$ cat config.mk
export PLATFORM = sky130hd
export DESIGN_NAME = sprite_slice_vertex_generator_unit
export DESIGN_NICKNAME = d
export VERILOG_FILES = /design/src/rtl/core/ssvg_pkg.sv /design/src/rtl/core/sprite_slice_vertex_generator_unit.sv /design/src/rtl/core/ssvg_div_unit.sv
export SDC_FILE = /design/constraint.sdc
export NUM_CORES = 1
export LEC_CHECK = 0
export BUFFER_PORTS_ARGS = -buffer_cell sky130_fd_sc_hd__buf_2
export CELL_PAD_IN_SITES_DETAIL_PLACEMENT = 1
export CELL_PAD_IN_SITES_GLOBAL_PLACEMENT = 1
export CORE_ASPECT_RATIO = 2
export CORE_MARGIN = 4
export CORE_UTILIZATION = 35
export CTS_BUF_LIST = sky130_fd_sc_hd__clkbuf_8
export DETAILED_ROUTE_END_ITERATION = 7
export GPL_ROUTABILITY_DRIVEN = 0
export PLACE_DENSITY_LB_ADDON = 0.1
export SLEW_MARGIN = 30
export SYNTH_ARGS = -nofsm -noshare
export SYNTH_HDL_FRONTEND = slang
export SYNTH_SLANG_ARGS = --single-unit
$ cat constraint.sdc
create_clock -name clk -period 9.9 [get_ports clk]
set_clock_uncertainty 0.15 [all_clocks]
set_input_delay 1.98 -clock clk [delete_from_list [all_inputs] [get_ports clk]]
set_output_delay 1.98 -clock clk [all_outputs]
set_load 0.05 [all_outputs]
$ cat src/rtl/core/ssvg_pkg.sv
// ----------------------------------------------------------------------------
// ssvg_pkg
// Shared types, slice tables and constants for the sprite slice vertex
// generator.
// ----------------------------------------------------------------------------
`default_nettype none

package ssvg_pkg;

  localparam int MAX_EXTENT    = 256;
  localparam int TEXTURE_SIZE  = 512;
  localparam int SLICE_CHOICES = 3;
  localparam int TEX_LIM       = 2 * TEXTURE_SIZE - 1;

  // divider sizes
  localparam int DIVD_W    = 15;
  localparam int DIVS_W    = 5;
  localparam int DIV_CNT_W = 4;
  localparam logic [DIV_CNT_W-1:0] DIV_LAST = DIV_CNT_W'(DIVD_W - 1);

  // supported texel sizes
  localparam logic [2:0] TB_4 = 3'd4;
  localparam logic [2:0] TB_2 = 3'd2;

  // slice sizes as log2: width per entry, height per texel class and entry
  localparam logic [2:0] SLICE_WL [3]    = '{3'd7, 3'd6, 3'd5};
  localparam logic [2:0] SLICE_HL [2][3] = '{'{3'd4, 3'd5, 3'd6}, '{3'd5, 3'd6, 3'd7}};
  localparam logic [9:0] SINGLE_W [2]    = '{10'd32, 10'd32};
  localparam logic [9:0] SINGLE_H [2]    = '{10'd16, 10'd32};

  typedef enum logic [1:0] {
    STAT_OK        = 2'd0,
    STAT_BAD_TEXEL = 2'd1,
    STAT_NO_FIT    = 2'd2,
    STAT_TOO_LARGE = 2'd3
  } status_t;

  typedef struct packed {
    logic       found;
    logic [2:0] wl;
    logic [2:0] hl;
  } slice_sel_t;

  typedef struct packed {
    logic              start;
    logic [DIVD_W-1:0] dividend;
    logic [DIVS_W-1:0] divisor;
  } div_req_t;

  typedef struct packed {
    logic              done;
    logic [DIVD_W-1:0] quotient;
  } div_rsp_t;

  function automatic slice_sel_t slice_pick(input logic t, input logic [9:0] sw,
                                            input logic [9:0] sh);
    slice_sel_t r;
    r = '0;
    if (sw >= sh) begin
      for (int k = 0; k < SLICE_CHOICES; k++) begin
        if (!r.found && (sw >= (10'd1 << SLICE_WL[k]))) begin
          r.found = 1'b1;
          r.wl    = SLICE_WL[k];
          r.hl    = SLICE_HL[t][k];
        end
      end
    end else begin
      for (int k = SLICE_CHOICES - 1; k >= 0; k--) begin
        if (!r.found && (sh >= (10'd1 << SLICE_HL[t][k]))) begin
          r.found = 1'b1;
          r.wl    = SLICE_WL[k];
          r.hl    = SLICE_HL[t][k];
        end
      end
    end
    return r;
  endfunction

endpackage

`default_nettype wire

$ cat src/rtl/core/sprite_slice_vertex_generator_unit.sv
// ----------------------------------------------------------------------------
// sprite_slice_vertex_generator_unit
// Cuts a copy request into sprite corner pairs, column by column.
// ----------------------------------------------------------------------------
// plain, degenerate and error words are registered and appear in the cycle after start
// sliced copies: two passes of the shared divider (x step, then y step), then
//   one sprite per cycle, cols*rows sprites in all
// one request at a time: start is ignored while busy
// sync reset returns the sequencer to idle and drops the strobe; no stall
`default_nettype none

module sprite_slice_vertex_generator_unit
  import ssvg_pkg::*;
(
  input  logic               clk,
  input  logic               rst_n,
  input  logic               start,
  output logic               busy,
  input  logic               in_textured,
  input  logic [2:0]         in_texel_bytes,
  input  logic [8:0]         in_src_left,
  input  logic [8:0]         in_src_top,
  input  logic [9:0]         in_src_width,
  input  logic [9:0]         in_src_height,
  input  logic signed [15:0] in_dst_left,
  input  logic signed [15:0] in_dst_top,
  input  logic [14:0]        in_dst_width,
  input  logic [14:0]        in_dst_height,
  output logic               out_valid,
  output logic [9:0]         out_tex_u_start,
  output logic [9:0]         out_tex_v_start,
  output logic [9:0]         out_tex_u_end,
  output logic [9:0]         out_tex_v_end,
  output logic signed [16:0] out_screen_x_start,
  output logic signed [16:0] out_screen_y_start,
  output logic signed [16:0] out_screen_x_end,
  output logic signed [16:0] out_screen_y_end,
  output logic [1:0]         out_status,
  output logic               out_last_sprite
);

  typedef enum logic [3:0] {
    ST_IDLE = 4'b0001,
    ST_DIVX = 4'b0010,
    ST_DIVY = 4'b0100,
    ST_EMIT = 4'b1000
  } state_t;

  state_t state_r, state_nxt;

  div_req_t div_req;
  div_rsp_t div_rsp;

  // request classification
  logic       accept;
  logic       t_cls;
  logic       bad_tb;
  logic       too_large;
  logic       zero_ext;
  logic       single;
  slice_sel_t sel;
  logic       go_slice;
  logic       go_plain;
  status_t    err_code;
  logic       go_err;
  logic [10:0] cols_sum, rows_sum, cols_full, rows_full;
  logic [3:0] cols_m1, rows_m1;
  logic [7:0] pw, ph;

  // held request
  logic [8:0]  sl_r, st_r;
  logic [9:0]  sw_r, sh_r;
  logic [15:0] dl_r, dt_r;
  logic [14:0] dh_r;
  logic [7:0]  pw_r, ph_r;
  logic [3:0]  cols_m1_r, rows_m1_r;
  logic [14:0] stepx_r, stepy_r;

  // walk counters
  logic [3:0]  i_r, j_r;
  logic [9:0]  u_off_r, v_off_r;
  logic [14:0] x_off_r, y_off_r;

  // output word
  logic        out_valid_r;
  logic [9:0]  u0_r, v0_r, u1_r, v1_r;
  logic [16:0] x0_r, y0_r, x1_r, y1_r;
  status_t     status_r;
  logic        last_r;

  // emit datapath
  logic [10:0] ue_sum, ve_sum;
  logic [9:0]  ue, ve;
  logic [15:0] xe_off, ye_off;
  logic        col_done;
  logic        emit_last;

  // plain datapath
  logic [10:0] pu_sum, pv_sum;
  logic [9:0]  pu_end, pv_end;

  assign accept   = start && !busy;
  assign busy     = (state_r != ST_IDLE);
  assign t_cls    = (in_texel_bytes == TB_2);
  assign bad_tb   = (in_texel_bytes != TB_4) && (in_texel_bytes != TB_2);
  assign too_large = (in_src_width > 10'(MAX_EXTENT)) || (in_src_height > 10'(MAX_EXTENT));
  assign zero_ext = (in_src_width == '0) || (in_src_height == '0);
  assign single   = (in_src_width < SINGLE_W[t_cls]) && (in_src_height < SINGLE_H[t_cls]);
  assign sel      = slice_pick(t_cls, in_src_width, in_src_height);

  always_comb begin
    go_plain = 1'b0;
    go_slice = 1'b0;
    go_err   = 1'b0;
    err_code = STAT_OK;
    if (!in_textured) begin
      go_plain = 1'b1;
    end else if (bad_tb) begin
      go_err   = 1'b1;
      err_code = STAT_BAD_TEXEL;
    end else if (too_large) begin
      go_err   = 1'b1;
      err_code = STAT_TOO_LARGE;
    end else if (zero_ext) begin
      go_plain = 1'b1;
    end else if (single || sel.found) begin
      go_slice = 1'b1;
    end else begin
      go_err   = 1'b1;
      err_code = STAT_NO_FIT;
    end
  end

  assign cols_sum  = {1'b0, in_src_width} + ((11'd1 << sel.wl) - 11'd1);
  assign rows_sum  = {1'b0, in_src_height} + ((11'd1 << sel.hl) - 11'd1);
  assign cols_full = cols_sum >> sel.wl;
  assign rows_full = rows_sum >> sel.hl;
  assign cols_m1   = single ? 4'd0 : 4'(cols_full - 11'd1);
  assign rows_m1   = single ? 4'd0 : 4'(rows_full - 11'd1);
  assign pw        = single ? in_src_width[7:0]  : (8'd1 << sel.wl);
  assign ph        = single ? in_src_height[7:0] : (8'd1 << sel.hl);

  always_comb begin
    div_req.start    = 1'b0;
    div_req.dividend = dh_r;
    div_req.divisor  = {1'b0, rows_m1_r} + 5'd1;
    if (state_r == ST_IDLE) begin
      div_req.start    = accept && go_slice;
      div_req.dividend = in_dst_width;
      div_req.divisor  = {1'b0, cols_m1} + 5'd1;
    end else if (state_r == ST_DIVX) begin
      div_req.start = div_rsp.done;
    end
  end

  ssvg_div_unit u_div (
    .clk   (clk),
    .rst_n (rst_n),
    .req   (div_req),
    .rsp   (div_rsp)
  );

  assign ue_sum    = {1'b0, u_off_r} + {3'b000, pw_r};
  assign ve_sum    = {1'b0, v_off_r} + {3'b000, ph_r};
  assign ue        = (ue_sum > {1'b0, sw_r}) ? sw_r : ue_sum[9:0];
  assign ve        = (ve_sum > {1'b0, sh_r}) ? sh_r : ve_sum[9:0];
  assign xe_off    = {1'b0, x_off_r} + {1'b0, stepx_r};
  assign ye_off    = {1'b0, y_off_r} + {1'b0, stepy_r};
  assign col_done  = (j_r == rows_m1_r);
  assign emit_last = col_done && (i_r == cols_m1_r);

  assign pu_sum = {2'b00, in_src_left} + {1'b0, in_src_width};
  assign pv_sum = {2'b00, in_src_top} + {1'b0, in_src_height};
  assign pu_end = (pu_sum > 11'(TEX_LIM)) ? 10'(TEX_LIM) : pu_sum[9:0];
  assign pv_end = (pv_sum > 11'(TEX_LIM)) ? 10'(TEX_LIM) : pv_sum[9:0];

  always_comb begin
    state_nxt = state_r;
    unique case (state_r)
      ST_IDLE: begin
        if (accept && go_slice) begin
          state_nxt = ST_DIVX;
        end
      end
      ST_DIVX: begin
        if (div_rsp.done) begin
          state_nxt = ST_DIVY;
        end
      end
      ST_DIVY: begin
        if (div_rsp.done) begin
          state_nxt = ST_EMIT;
        end
      end
      ST_EMIT: begin
        if (emit_last) begin
          state_nxt = ST_IDLE;
        end
      end
      default: state_nxt = ST_IDLE;
    endcase
  end

  always_ff @(posedge clk) begin
    if (!rst_n) begin
      state_r     <= ST_IDLE;
      out_valid_r <= 1'b0;
    end else begin
      state_r     <= state_nxt;
      out_valid_r <= ((state_r == ST_IDLE) && accept && !go_slice) || (state_r == ST_EMIT);
    end
  end

  // request capture and walk
  always_ff @(posedge clk) begin
    if ((state_r == ST_IDLE) && accept) begin
      sl_r      <= in_src_left;
      st_r      <= in_src_top;
      sw_r      <= in_src_width;
      sh_r      <= in_src_height;
      dl_r      <= in_dst_left;
      dt_r      <= in_dst_top;
      dh_r      <= in_dst_height;
      pw_r      <= pw;
      ph_r      <= ph;
      cols_m1_r <= cols_m1;
      rows_m1_r <= rows_m1;
    end
    if ((state_r == ST_DIVX) && div_rsp.done) begin
      stepx_r <= div_rsp.quotient;
    end
    if ((state_r == ST_DIVY) && div_rsp.done) begin
      stepy_r <= div_rsp.quotient;
      i_r     <= '0;
      j_r     <= '0;
      u_off_r <= '0;
      v_off_r <= '0;
      x_off_r <= '0;
      y_off_r <= '0;
    end
    if (state_r == ST_EMIT) begin
      if (col_done) begin
        i_r     <= i_r + 4'd1;
        j_r     <= '0;
        u_off_r <= u_off_r + {2'b00, pw_r};
        v_off_r <= '0;
        x_off_r <= x_off_r + stepx_r;
        y_off_r <= '0;
      end else begin
        j_r     <= j_r + 4'd1;
        v_off_r <= v_off_r + {2'b00, ph_r};
        y_off_r <= y_off_r + stepy_r;
      end
    end
  end

  // output word
  always_ff @(posedge clk) begin
    if (state_r == ST_EMIT) begin
      u0_r     <= 10'({1'b0, sl_r} + u_off_r);
      v0_r     <= 10'({1'b0, st_r} + v_off_r);
      u1_r     <= 10'({1'b0, sl_r} + ue);
      v1_r     <= 10'({1'b0, st_r} + ve);
      x0_r     <= {dl_r[15], dl_r} + {2'b00, x_off_r};
      y0_r     <= {dt_r[15], dt_r} + {2'b00, y_off_r};
      x1_r     <= {dl_r[15], dl_r} + {1'b0, xe_off};
      y1_r     <= {dt_r[15], dt_r} + {1'b0, ye_off};
      status_r <= STAT_OK;
      last_r   <= emit_last;
    end else if ((state_r == ST_IDLE) && accept && go_plain) begin
      u0_r     <= {1'b0, in_src_left};
      v0_r     <= {1'b0, in_src_top};
      u1_r     <= pu_end;
      v1_r     <= pv_end;
      x0_r     <= {in_dst_left[15], in_dst_left};
      y0_r     <= {in_dst_top[15], in_dst_top};
      x1_r     <= {in_dst_left[15], in_dst_left} + {2'b00, in_dst_width};
      y1_r     <= {in_dst_top[15], in_dst_top} + {2'b00, in_dst_height};
      status_r <= STAT_OK;
      last_r   <= 1'b1;
    end else if ((state_r == ST_IDLE) && accept && go_err) begin
      u0_r     <= '0;
      v0_r     <= '0;
      u1_r     <= '0;
      v1_r     <= '0;
      x0_r     <= '0;
      y0_r     <= '0;
      x1_r     <= '0;
      y1_r     <= '0;
      status_r <= err_code;
      last_r   <= 1'b1;
    end
  end

  assign out_valid          = out_valid_r;
  assign out_tex_u_start    = u0_r;
  assign out_tex_v_start    = v0_r;
  assign out_tex_u_end      = u1_r;
  assign out_tex_v_end      = v1_r;
  assign out_screen_x_start = x0_r;
  assign out_screen_y_start = y0_r;
  assign out_screen_x_end   = x1_r;
  assign out_screen_y_end   = y1_r;
  assign out_status         = status_r;
  assign out_last_sprite    = last_r;

endmodule

`default_nettype wire

$ cat src/rtl/core/ssvg_div_unit.sv
// ----------------------------------------------------------------------------
// ssvg_div_unit
// Restoring divider, one quotient bit per cycle; shared for both axis steps.
// ----------------------------------------------------------------------------
`default_nettype none

module ssvg_div_unit
  import ssvg_pkg::*;
(
  input  logic     clk,
  input  logic     rst_n,
  input  div_req_t req,
  output div_rsp_t rsp
);

  logic                 busy_r;
  logic [DIV_CNT_W-1:0] cnt_r;
  logic [DIVS_W-1:0]    rem_r;
  logic [DIVS_W-1:0]    dvs_r;
  logic [DIVD_W-1:0]    quo_r;
  logic [DIVS_W:0]      shifted;
  logic [DIVS_W:0]      diff;
  logic                 ge;

  assign shifted = {rem_r, quo_r[DIVD_W-1]};
  assign diff    = shifted - {1'b0, dvs_r};
  assign ge      = ~diff[DIVS_W];

  assign rsp.done     = busy_r && (cnt_r == DIV_LAST);
  assign rsp.quotient = {quo_r[DIVD_W-2:0], ge};

  always_ff @(posedge clk) begin
    if (!rst_n) begin
      busy_r <= 1'b0;
      cnt_r  <= '0;
    end else if (req.start) begin
      busy_r <= 1'b1;
      cnt_r  <= '0;
    end else if (busy_r) begin
      cnt_r <= cnt_r + DIV_CNT_W'(1);
      if (cnt_r == DIV_LAST) begin
        busy_r <= 1'b0;
      end
    end
  end

  always_ff @(posedge clk) begin
    if (req.start) begin
      quo_r <= req.dividend;
      rem_r <= '0;
      dvs_r <= req.divisor;
    end else if (busy_r) begin
      rem_r <= ge ? diff[DIVS_W-1:0] : shifted[DIVS_W-1:0];
      quo_r <= {quo_r[DIVD_W-2:0], ge};
    end
  end

endmodule

`default_nettype wire

==> Word-level counts from Yosys, hierarchy flattened <==
Cells that the tools add are included.
{ "word_totals": {"latch_bits": 0, "mem_bits_ro": 0, "memories": 0, "regBits": 343, "output_inout_bits": 113, "mem_bits_rw": 0, "input_bits": 107, "wordCells": 243} }
{ "classes": {"magnitude_cmp": 16, "n_bitwise": 3, "div_mod_pow": 0, "multipliers": 0, "reduce_logical": 34, "n_mux": 98, "n_addsub": 32, "eq_ne": 15, "shifts": 9} }
{ "ops": {"columns": ["operator", "count"], "rows": [
  ["2-to-1 mux 10 bit", 23],
  ["2-to-1 mux 17 bit", 9],
  ["2-to-1 mux 15 bit", 8],
  ["2-to-1 mux 7 bit", 12],
  ["adder 16 x 16 -> 17 bit", 4],
  ["2-to-1 mux 4 bit", 11],
  ["adder 9 x 10 -> 10 bit", 4],
  [">= comparator 10 bit", 4],
  ["adder 17 x 16 -> 17 bit", 2],
  ["adder 15 x 15 -> 16 bit", 2],
  ["adder 15 bit", 2],
  ["<< shifter 1 x 3 -> 10 bit (first input constant)", 3],
  ["adder 10 x 11 -> 11 bit", 2],
  ["adder 10 x 8 -> 11 bit", 2],
  ["adder 9 x 10 -> 11 bit", 2],
  ["> comparator 11 x 10 -> 1 bit", 2],
  ["> comparator 11 x 10 -> 1 bit (second input constant)", 2],
  ["2-to-1 mux 1 bit", 22],
  ["<< shifter 1 x 3 -> 11 bit (first input constant)", 2],
  ["right shift 11 x 3 -> 4 bit", 2],
  ["subtractor 11 x 1 -> 11 bit (second input constant)", 2],
  ["adder 10 x 8 -> 10 bit", 2],
  ["> comparator 10 x 9 -> 1 bit (second input constant)", 2],
  ["zero test 10 bit", 2],
  ["other kinds (37)", 79]
]} }

==> Longest topological paths before layout <==
Gate-level depths: netlist of the first run.
{ "logic_depth": {"word_depth": 27, "mapped_depth": 30, "depth_no_buf": 29} }

==> Cells and area by module <==
A second synthesis of the first run with hierarchy kept.
{ "unflattened": {"hier_cells": 2331, "area_unflattened_um2": 23959.2} }
{ "modules_own_cells": {"columns": ["module", "cells_each", "area_each_um2", "seq_area_each_um2", "instances"], "rows": [
  ["sprite_slice_vertex_generator_unit", 2197, 22341.4, 9038.7, 1],
  ["ssvg_div_unit", 134, 1617.8, 800.8, 1]
]} }

==> Least setup slack after synthesis of the first run <==
Ideal clock, no wire load.
{ "synth_path": {"path_kind": "input -> register", "from": "input port start", "to": "register last_r (netlist: out_last_sprite) (enable)", "slack_ps": 1690, "arrival_ps": 7586, "stages": 4, "n_path_buf": 0, "required_time_ps": 9276, "setup_time_ps": 474, "path_cell_list": "and2_1 nand2_1 a31oi_1 or3_1"} }
{ "synth_between": {"elab_chain_cells": 4, "elab_cells_between_ends": 5, "classes_between": "reduce/logical (5)"} }
{ "synth_rtl": {"columns": ["item", "line", "rtl"], "rows": [
  ["from (decl)", "sprite_slice_vertex_generator_unit.sv:17", "input logic start,"],
  ["logical AND 1 bit *", "sprite_slice_vertex_generator_unit.sv:102", "assign accept = start && !busy;"],
  ["logical AND 1 bit *", "sprite_slice_vertex_generator_unit.sv:270, sprite_slice_vertex_generator_unit.sv:281", null],
  ["logical AND 1 bit (on tied branches)", "sprite_slice_vertex_generator_unit.sv:270, sprite_slice_vertex_generator_unit.sv:281", null],
  ["nonzero test 3 bit (no source line) *", null, null],
  ["to (signal assigned)", "sprite_slice_vertex_generator_unit.sv:269", "last_r <= emit_last;"],
  ["to (decl)", "sprite_slice_vertex_generator_unit.sv:89", "logic last_r;"]
]} }
Every way passes the cells marked *; elsewhere a longest branch is shown, timed or not.
A chain may end at the register's enable or synchronous reset.

==> results.md, run 1 <==
* PortBufs at 219
* Floorplan core area at 66900 um2
* Cell mode on critical path: ha_1
* Worst Slack Setup Final at 2.74 ns
* CP startpoint kind: primary input
* Overall die area at 72100 um2
* Most frequent cells in the layout: edfxtp_1, ha_1, buf_2, inv_1, nand2_1
* Final WL at 80800 um
* Antenna violations before repair at 10
* DRT iter0 DRCs at 608
* Setup TNS at 0 ns
* Htree depth at 2
* Number of buffers created by CTS at 57
* Status: completed
* Initial Utilization at 35.4%
* Seq cells post-synth at 343
* Final hold vios at 0
* Height of the die at 376 um
* Unique cell type count in the Yosys netlist at 78
* Least-Margin Pin Slew at 0.967 ns
* Fraction of registers with async set/reset at 0%
* Worst EP arrival at 7.41 ns
* Worst Setup End Kind: register
* Via count at 18600
* Primary FF master, synth: edfxtp_1
* Layout area overhead at 14.4%
* Worst slack at placement at 2.12 ns
* Synthesized area at 23700 um2
* Routed Antenna Nets at 0
* Remaining Overflow, GRT at 0
* Worst-path clk slew at 0.06 ns
* Yosys warnings at 0
* Power Dens Cells at 216 nW/um2
* Nets@finish at 2991
* Worst Hold Class: reg -> reg
* Post-CTS sizing at 0
* Slowest cell on crit path: a21boi_0
* Hold slack final at 0.347 ns
* Crit path kind: in -> reg
* Cells after Synth at 2314
* Deepest clock path buffer count at 3
* Leak Pwr at 11.6 nW
* Endpoints failing setup at 0
* Routed wire per std cell at 23.1 um
* Root Buffer: clkbuf_8
* Fmax at 140 MHz
* Pin count of the biggest net entering global routing at 73
* Max incr delay on CP at 0.34 ns
* Total track usage at 22.2%
* Hold Buf Count CTS at 0
* Post-synth EDFFs at 297
* CP Data Required Time at 10.15 ns
* CTS tree: yes
* MaxCap Viol Count at 0
* Layout cells sized above 1 at 13.7%
* DP Wirelength at 63500 um
* VDD IR-drop max at 0.164 mV
* Share of the yosys chip area belonging to registers at 41.6%
* Worst slew margin at 34.7%
* Commonest non-fill, non-tap cell in the layout: edfxtp_1
* Setup bufs post-CTS at 0
* Final Critical Period at 7.16 ns
* # DRC at 0
* Io pins at 220
* Vias in the first global route at 20700
* RSZ-0062 raised after global routing: no
* Avg Inst Size Synth at 10.2 um2
* Vias per cell at 5.33
* # clock sinks at 343
* Pins over their slew limit at 0
* Detailed Routing Iterations Pass 1 at 4
* Rows at 134
* Global-route wire length before repair at 122000 um
* Layout Utilization at 40.5%
* Chip Width at 192 um
* Crit Path Max Fanout at 13
* Tcrit/Tclk final at 72.3%
* Worst-Skew Late Latency at 0.70 ns
==> cells in the mapped netlist (4+ instances only) <==
| cell type | number | share of area (%) |
|---|---|---|
| edfxtp_1 | 297 | 38 |
| ha_1 | 275 | 15 |
| nand2_1 | 204 | 3.2 |
| inv_1 | 197 | 3.1 |
| o21ai_0 | 188 | 4.0 |
| nor2_1 | 157 | 2.5 |
| a21oi_1 | 124 | 2.6 |
| xnor2_1 | 120 | 4.4 |
| xor2_1 | 71 | 2.6 |
| nand3_1 | 62 | 1.3 |
| a21o_1 | 57 | 1.8 |
| fa_1 | 49 | 4.1 |
| dfxtp_1 | 46 | 3.9 |
| clkbuf_1 | 41 | 0.65 |
| o21bai_1 | 37 | 1.2 |
| a31oi_1 | 29 | 0.77 |
| o22ai_1 | 28 | 0.74 |
| and3_1 | 26 | 0.69 |
| nor2b_1 | 25 | 0.66 |
| nor3_1 | 25 | 0.53 |
| o21a_1 | 20 | 0.63 |
| nand2b_1 | 18 | 0.48 |
| a21boi_0 | 16 | 0.51 |
| mux2i_1 | 16 | 0.68 |
| a22o_1 | 13 | 0.48 |
| and2_1 | 13 | 0.34 |
| o31ai_1 | 12 | 0.38 |
| nand4_1 | 9 | 0.24 |
| o41ai_1 | 9 | 0.33 |
| a211o_1 | 8 | 0.30 |
| a211oi_1 | 8 | 0.25 |
| buf_2 | 8 | 0.17 |
| or2_2 | 8 | 0.21 |
| or3_1 | 8 | 0.21 |
| o211ai_1 | 6 | 0.19 |
| o31a_1 | 6 | 0.22 |
| buf_1 | 5 | 0.079 |
| o2111ai_1 | 5 | 0.19 |
| nand3b_1 | 4 | 0.13 |
| o32ai_1 | 4 | 0.15 |
==> where the power goes <==
part	switching (W)	internal [W]	leakage, nW
clock network	0.000641	0.000745	0.670
logic	0.00160	0.000843	7.77
registers	0.000121	0.00189	3.16
total	0.00236	0.00348	11.6
==> kinds of logic (layout without fill, tap and decap cells) <==
kind of cell    after synthesis  count (layout)  synth area share (%)
xor+xnor                    191             191                  7.07
compound gates              602             602                  16.1
fa+ha+maj                   324             324                  18.7
flops                       343             343                  41.6
simple gates                575             575                  11.3
other cells                   1              14                0.0158
buf+inv                     256             537                  4.14
mux                          22              22                  1.07
==> state kept, by name, summed over array words and instances (netlist names), 15 cells and up <==
signal and flops:
out_screen_x_end 17, out_screen_x_start 17, out_screen_y_end 17, out_screen_y_start 17, dl_r 16, dt_r 16, dh_r 15, stepx_r 15
stepy_r 15, u_div.quo_r 15, x_off_r 15, y_off_r 15
==> through the flow <==
stage | instance area [um2] | cells | power [W]
after floorplan | 23700 | 2320 | 0.00380
after global placement | 25800 | 3384 | 0.00443
after detailed placement | 25800 | 3384 | 0.00451
after CTS | 27000 | 3484 | 0.00593
after global routing | 27100 | 3486 | 0.00623
final | 27100 | 3492 | 0.00585
==> layout make-up <==
class                      count  area, um2
timing repair buffer         237       1250
fill                        7554      39800
clock inverter                36        310
sequential                   343       9840
tap                          884       1110
multi-input combinational   1721      12900
clock buffer                  64        881
inverter                     200        751
antenna                        7       17.5
==> metal layers <==
metal | share of wire, % | up-vias | track usage (%)
met2 | 54 | 392 | 42.8
met5 | 0.050 | - | 0
met3 | 4.6 | 163 | 4.00
met1 | 36 | 9205 | 22.8
met4 | 4.9 | 6 | 9.94
li1 | - | 8831 | -
==> final timing paths <==
path,start,to,slack (ns),cells past startpoint
worst max-delay path,in_texel_bytes[2],u_div.dvs_r[2],2.74,27
worst min-delay path,i_r[3],i_r[3],0.35,2
worst max register to register,v_off_r[0],out_tex_v_end[9],3.39,27
worst min register to register,i_r[3],i_r[3],0.35,2
==> critical path: cells and delay by family <==
family	cells	cell delay [ns]
multiplexers	1	0.27
buffers and inverters	4	0.51
AO/OA/AOI/OAI	6	1.56
adder cells (fa/ha/maj)	5	1.21
XOR/XNOR	1	0.07
AND/OR/NAND/NOR	10	1.80
No activity file was read; power rests on OpenSTA's default activity.
==> run 2: changes to the inputs <==
- clock period: 9.9 -> 5.88 ns (I/O delays scaled with it)
==> run 2 against run 1 <==
- sequential cell count unchanged
- worst hold slack got worse by 0.015 ns
- core utilization up 1.6 points
- critical endpoint is now rows_m1_r[3]
==> results.md, run 2 (same netlist as run 1, synthesis figures left out) <==
* Status: completed
* Detailed Routing Iterations Pass 1 at 4
* Remaining Overflow, GRT at 0
* Delay-heaviest family, CP: compound AO/OA/AOI/OAI gates
* # DRC at 0
* Worst EP arrival at 5.82 ns
* Slowest cell on crit path: mux4_2
* Least-Margin Pin Slew at 0.977 ns
* Setup TNS at 0 ns
* Deepest clock path buffer count at 3
* Number of buffers created by CTS at 54
* Chip Width at 192 um
* CTS tree: yes
* Hold Buf Count CTS at 0
* Int Power at 0.00595 W
* Leak Pwr at 12.2 nW
* Switching share of power at 40.7%
* Final Cell Area at 28100 um2
* Power Dens Cells at 356 nW/um2
* Vias per cell at 5.27
* Root Buffer: clkbuf_8
* CP Data Required Time at 6.13 ns
* Worst slew margin at 34.8%
* Clock power share at 21.2%
* Gate power share at 45.1%
* Vias in the first global route at 21100
* Pin count of the biggest net entering global routing at 78
* DRT iter0 DRCs at 653
* MaxCap Viol Count at 0
* Sequential power share at 33.7%
* Routed wire per std cell at 22.8 um
* Height of the die at 376 um
* Non-Filler Instances at 3634
* Crit Path Max Fanout at 8
* Placed cells at 3516
* Floorplan core area at 66900 um2
* Max incr delay on CP at 0.45 ns
* Cell Chain, Critical Path: buf_2 > inv_1 > ha_1 > nand4_1 > or2_2 > buf_4 > a21oi_1 > o211ai_2 > mux2i_4 > buf_4 > nand2_1 > ha_1 > inv_1 > ha_1 > o41ai_2 > xor2_1 > inv_1 > mux4_2 > mux2i_1 > o211ai_1 > xor2_1 > nor2_1
* Psw at 0.00408 W
* Final hold vios at 0
* Htree depth at 2
* Routed Antenna Nets at 0
* Final WL at 82900 um
* DP Wirelength at 66100 um
* Commonest non-fill, non-tap cell in the layout: edfxtp_1
* Io pins at 220
* Layout cells sized above 1 at 19.3%
* CP startpoint kind: primary input
* Buffer and inverter count on the worst path at 6
* Crit path kind: in -> reg
* Fmax at 179 MHz
* Worst-Skew Late Latency at 0.66 ns
* Endpoints failing setup at 0
* Worst Setup End Kind: register
* Final Critical Period at 5.57 ns
* Fillers at 7645
* Pins over their slew limit at 0
* Nets@finish at 3127
* Overall die area at 72100 um2
* Total power at 0.0100 W
* VDD IR-drop max at 0.244 mV
* Rows at 134
* Total track usage at 22.7%
* Worst Hold Class: reg -> reg
* Via count at 19200
* Antenna violations before repair at 10
* Tcrit/Tclk final at 94.8%
* Initial Utilization at 35.4%
* Worst-path clk slew at 0.08 ns
* # clock sinks at 343
* PortBufs at 219
* Placed inst area at 26900 um2
* Global-route wire length before repair at 124000 um
* Layout area overhead at 18.9%
* Most frequent cells in the layout: edfxtp_1, ha_1, buf_2, inv_1, nand2_1
-- run 2: timing repair --
item | in CTS | in global routing
buffers inserted | 1 | 7
pin swaps | 0 | 13
resized for setup | 5 | 24
endpoints found under the setup margin | 4 | 11
-- run 2: routing by layer --
metal / vias up / GRT usage, % / wire length [um]
li1: 9101 / - / -
met1: 9476 / 22.1 / 28200
met2: 402 / 44.4 / 45700
met3: 182 / 3.32 / 3630
met4: 2 / 12.5 / 5330
met5: - / 0 / 12
-- run 2: power by group through the flow --
stage | clock network (W) | logic, W | registers (W)
2_1_floorplan | 0 | 0.00240 | 0.00400
3_3_place_gp | 0 | 0.00437 | 0.00343
3_5_place_dp | 0 | 0.00448 | 0.00344
4_1_cts | 0.00221 | 0.00453 | 0.00339
5_1_grt | 0.00230 | 0.00497 | 0.00342
6_report | 0.00212 | 0.00452 | 0.00338
-- run 2: worst paths after layout --
kind               startpoint          endpoint  slack (ns)  cells past startpoint
max          in_src_height[9]      rows_m1_r[3]        0.31                     22
min            u_div.quo_r[8]        stepx_r[9]        0.33                      0
max reg2reg           pw_r[0]  out_tex_u_end[8]        0.35                     27
min reg2reg    u_div.quo_r[8]        stepx_r[9]        0.33                      0
-- run 2: area by class of cell --
class,count,area (um2),share of cell area [%]
multi-input combinational,1721,13100,46.4
sequential,343,9840,35.0
clock buffer,57,785,2.79
inverter,200,751,2.67
tap,884,1110,3.93
timing repair buffer,376,2290,8.13
antenna,9,22.5,0.0801
clock inverter,44,285,1.01
-- run 2: stage by stage --
stage	utilization [%]	hold WS (ns)	setup slack, ns
after floorplan	-	0.296	0.00862
after global placement	40.2	0.318	-0.213
after detailed placement	40.2	0.332	-0.396
after CTS	41.8	0.337	0.0506
after global routing	42.0	0.362	-0.00379
final	42.1	0.332	0.307
-- run 2: worst register-to-register path, delay by kind of cell (launching register included) --
family | cells | cell delay, ns
adders and majority gates | 5 | 1.50
AOI/OAI and AO/OA | 13 | 1.90
buffers and inverters | 3 | 0.38
muxes | 1 | 0.33
xor gates and xnor gates | 2 | 0.32
and+or+nand+nor | 3 | 0.34
DFF | 1 | 0.37
==> run 3: changes to the inputs <==
- clock period: 5.88 -> 6.5 ns (I/O delays scaled with it)
==> run 3 against run 2 <==
- register-to-register slack improved by 0.03 ns
- critical path depth increased by 5
- via count decreased by 2.8%
- sequential share of layout area increased by 1.0 points
- critical path type is now reg -> reg
- largest cell class unchanged
==> results.md, run 3 (same netlist as run 1, synthesis figures left out) <==
* Status: completed
* Initial Utilization at 35.4%
* Reg2Reg Depth at 27
* Non-Filler Instances at 3525
* # DRC at 0
* Fillers at 7666
* PortBufs at 219
* Rows at 134
* Vias in the first global route at 20400
* Hold slack final at 0.345 ns
* Antenna violations before repair at 10
* Layout cells sized above 1 at 15.3%
* Worst Slack Setup Final at 0.382 ns
* Commonest non-fill, non-tap cell in the layout: edfxtp_1
* Worst hold start: u_off_r[4]
* Routed Antenna Nets at 0
* Worst slew margin at 35.5%
* Cell mode on critical path: a21oi_1
* Global-route wire length before repair at 121000 um
* # clock sinks at 343
* VDD IR-drop max at 0.172 mV
* WP depth at 27
* Crit Path Max Fanout at 5
* Total track usage at 22.0%
* Delay-heaviest family, CP: compound AO/OA/AOI/OAI gates
* Via count at 18600
* Detailed Routing Iterations Pass 1 at 4
* Final Critical Period at 6.12 ns
* CP Data Required Time at 6.73 ns
* R2r endpoint: out_tex_u_end[8]
* Chip Width at 192 um
* Vias per cell at 5.28
* Layout area overhead at 15.6%
* Worst-Skew Late Latency at 0.66 ns
* Root Buffer: clkbuf_8
* Reg2reg setup slack at 0.38 ns
* Max incr delay on CP at 0.41 ns
* MaxCap Viol Count at 0
* Worst Setup End Kind: register
* DP Wirelength at 64400 um
* RSZ-0062 raised after global routing: no
* Placed inst area at 26100 um2
* Overall die area at 72100 um2
* Final Cell Area at 27400 um2
* Hold Buf Count CTS at 0
* Worst Setup SP: pw_r[0]
* Fmax at 163 MHz
* FF-to-FF Start: pw_r[0]
* Routed wire per std cell at 22.9 um
* Remaining Overflow, GRT at 0
* Htree depth at 2
* Io pins at 220
* Final hold vios at 0
* Most frequent cells in the layout: edfxtp_1, ha_1, buf_2, inv_1, nand2_1
* Worst Setup EP: out_tex_u_end[8]
* Deepest clock path buffer count at 3
* Floorplan core area at 66900 um2
* Final WL at 80700 um
* Crit path kind: reg -> reg
* Placed cells at 3414
* Power Dens Cells at 326 nW/um2
* Leak Pwr at 11.7 nW
* Worst slack at placement at -0.130 ns
* Worst EP arrival at 6.35 ns
* Slowest cell on crit path: fa_1
* Nets@finish at 3019
* Pin count of the biggest net entering global routing at 75
* Pins over their slew limit at 0
* Setup TNS at 0 ns
* Buffer and inverter count on the worst path at 0
* Worst-path clk slew at 0.07 ns
* Worst Hold Class: reg -> reg
* DRT iter0 DRCs at 550
* Height of the die at 376 um
* Tcrit/Tclk final at 94.1%
* Number of buffers created by CTS at 55
* Least-Margin Pin Slew at 0.965 ns
* CTS tree: yes
* Endpoints failing setup at 0
* CP startpoint kind: register
==> run 3: what timing repair did <==
action / 4_1_cts / 5_1_grt
setup buffers: 0 / 1
resized for setup: 0 / 8
endpoints found under the setup margin: 0 / 4
hold endpoints to repair: 0 / 0
==> run 3: worst min-delay path by stage <==
| stage | end | slack, ns | cells after the start |
|---|---|---|---|
| after floorplan | stepx_r[10] | 0.30 | 0 |
| after global placement | i_r[3] | 0.32 | 2 |
| after detailed placement | stepx_r[8] | 0.34 | 0 |
| after CTS | i_r[3] | 0.35 | 2 |
| after global routing | stepx_r[8] | 0.37 | 0 |
| final | u_off_r[4] | 0.35 | 2 |
==> run 3: area by class of cell <==
cell class / count / area [um2] / area share (%)
antenna: 6 / 15.0 / 0.0549
clock buffer: 58 / 798 / 2.92
clock inverter: 46 / 413 / 1.51
inverter: 200 / 751 / 2.74
multi-input combinational: 1721 / 12900 / 47.3
sequential: 343 / 9840 / 36.0
tap: 884 / 1110 / 4.04
timing repair buffer: 267 / 1490 / 5.43
==> run 3: worst register-to-register path, stage by stage, from the launching register on <==
cell,delay [ns]
edfxtp_1,0.39
ha_1,0.24
fa_1,0.41
a21o_1,0.18
a21oi_2,0.21
o21bai_1,0.09
a21oi_1,0.25
nor2b_1,0.08
o21ai_0,0.14
nand2b_1,0.15
xor2_2,0.18
ha_1,0.31
a21o_1,0.19
a21oi_1,0.15
a21oi_1,0.15
nor2_2,0.23
mux2_2,0.37
ha_1,0.22
fa_1,0.41
a21o_1,0.17
a21o_1,0.20
a21oi_1,0.25
nor2_1,0.07
nor2_1,0.16
o21bai_1,0.09
a21oi_1,0.18
xor2_1,0.15
o21ai_0,0.10
==> run 3: per-layer routing <==
| layer | vias to the layer above | part of all wire (%) | wire length (um) | track usage, % |
|---|---|---|---|---|
| met5 | - | 0.015 | 12 | 0 |
| met4 | 2 | 5.9 | 4740 | 11.4 |
| met3 | 158 | 3.6 | 2870 | 2.74 |
| met2 | 379 | 55 | 44400 | 42.9 |
| met1 | 9221 | 36 | 28700 | 22.3 |
| li1 | 8867 | - | - | - |
==> run 3: report_power, final <==
| part | leakage [nW] | internal [W] | switching [W] |
|---|---|---|---|
| clock | 0.660 | 0.00112 | 0.000999 |
| sequential | 3.16 | 0.00288 | 0.000179 |
| combinational | 7.92 | 0.00132 | 0.00243 |
==> run 3: through the flow <==
stage                     utilization (%)  power, W
after floorplan                         -   0.00578
after global placement               39.0   0.00679
after detailed placement             39.0   0.00688
after CTS                            40.8   0.00906
after global routing                 40.9   0.00952
final                                40.9   0.00893
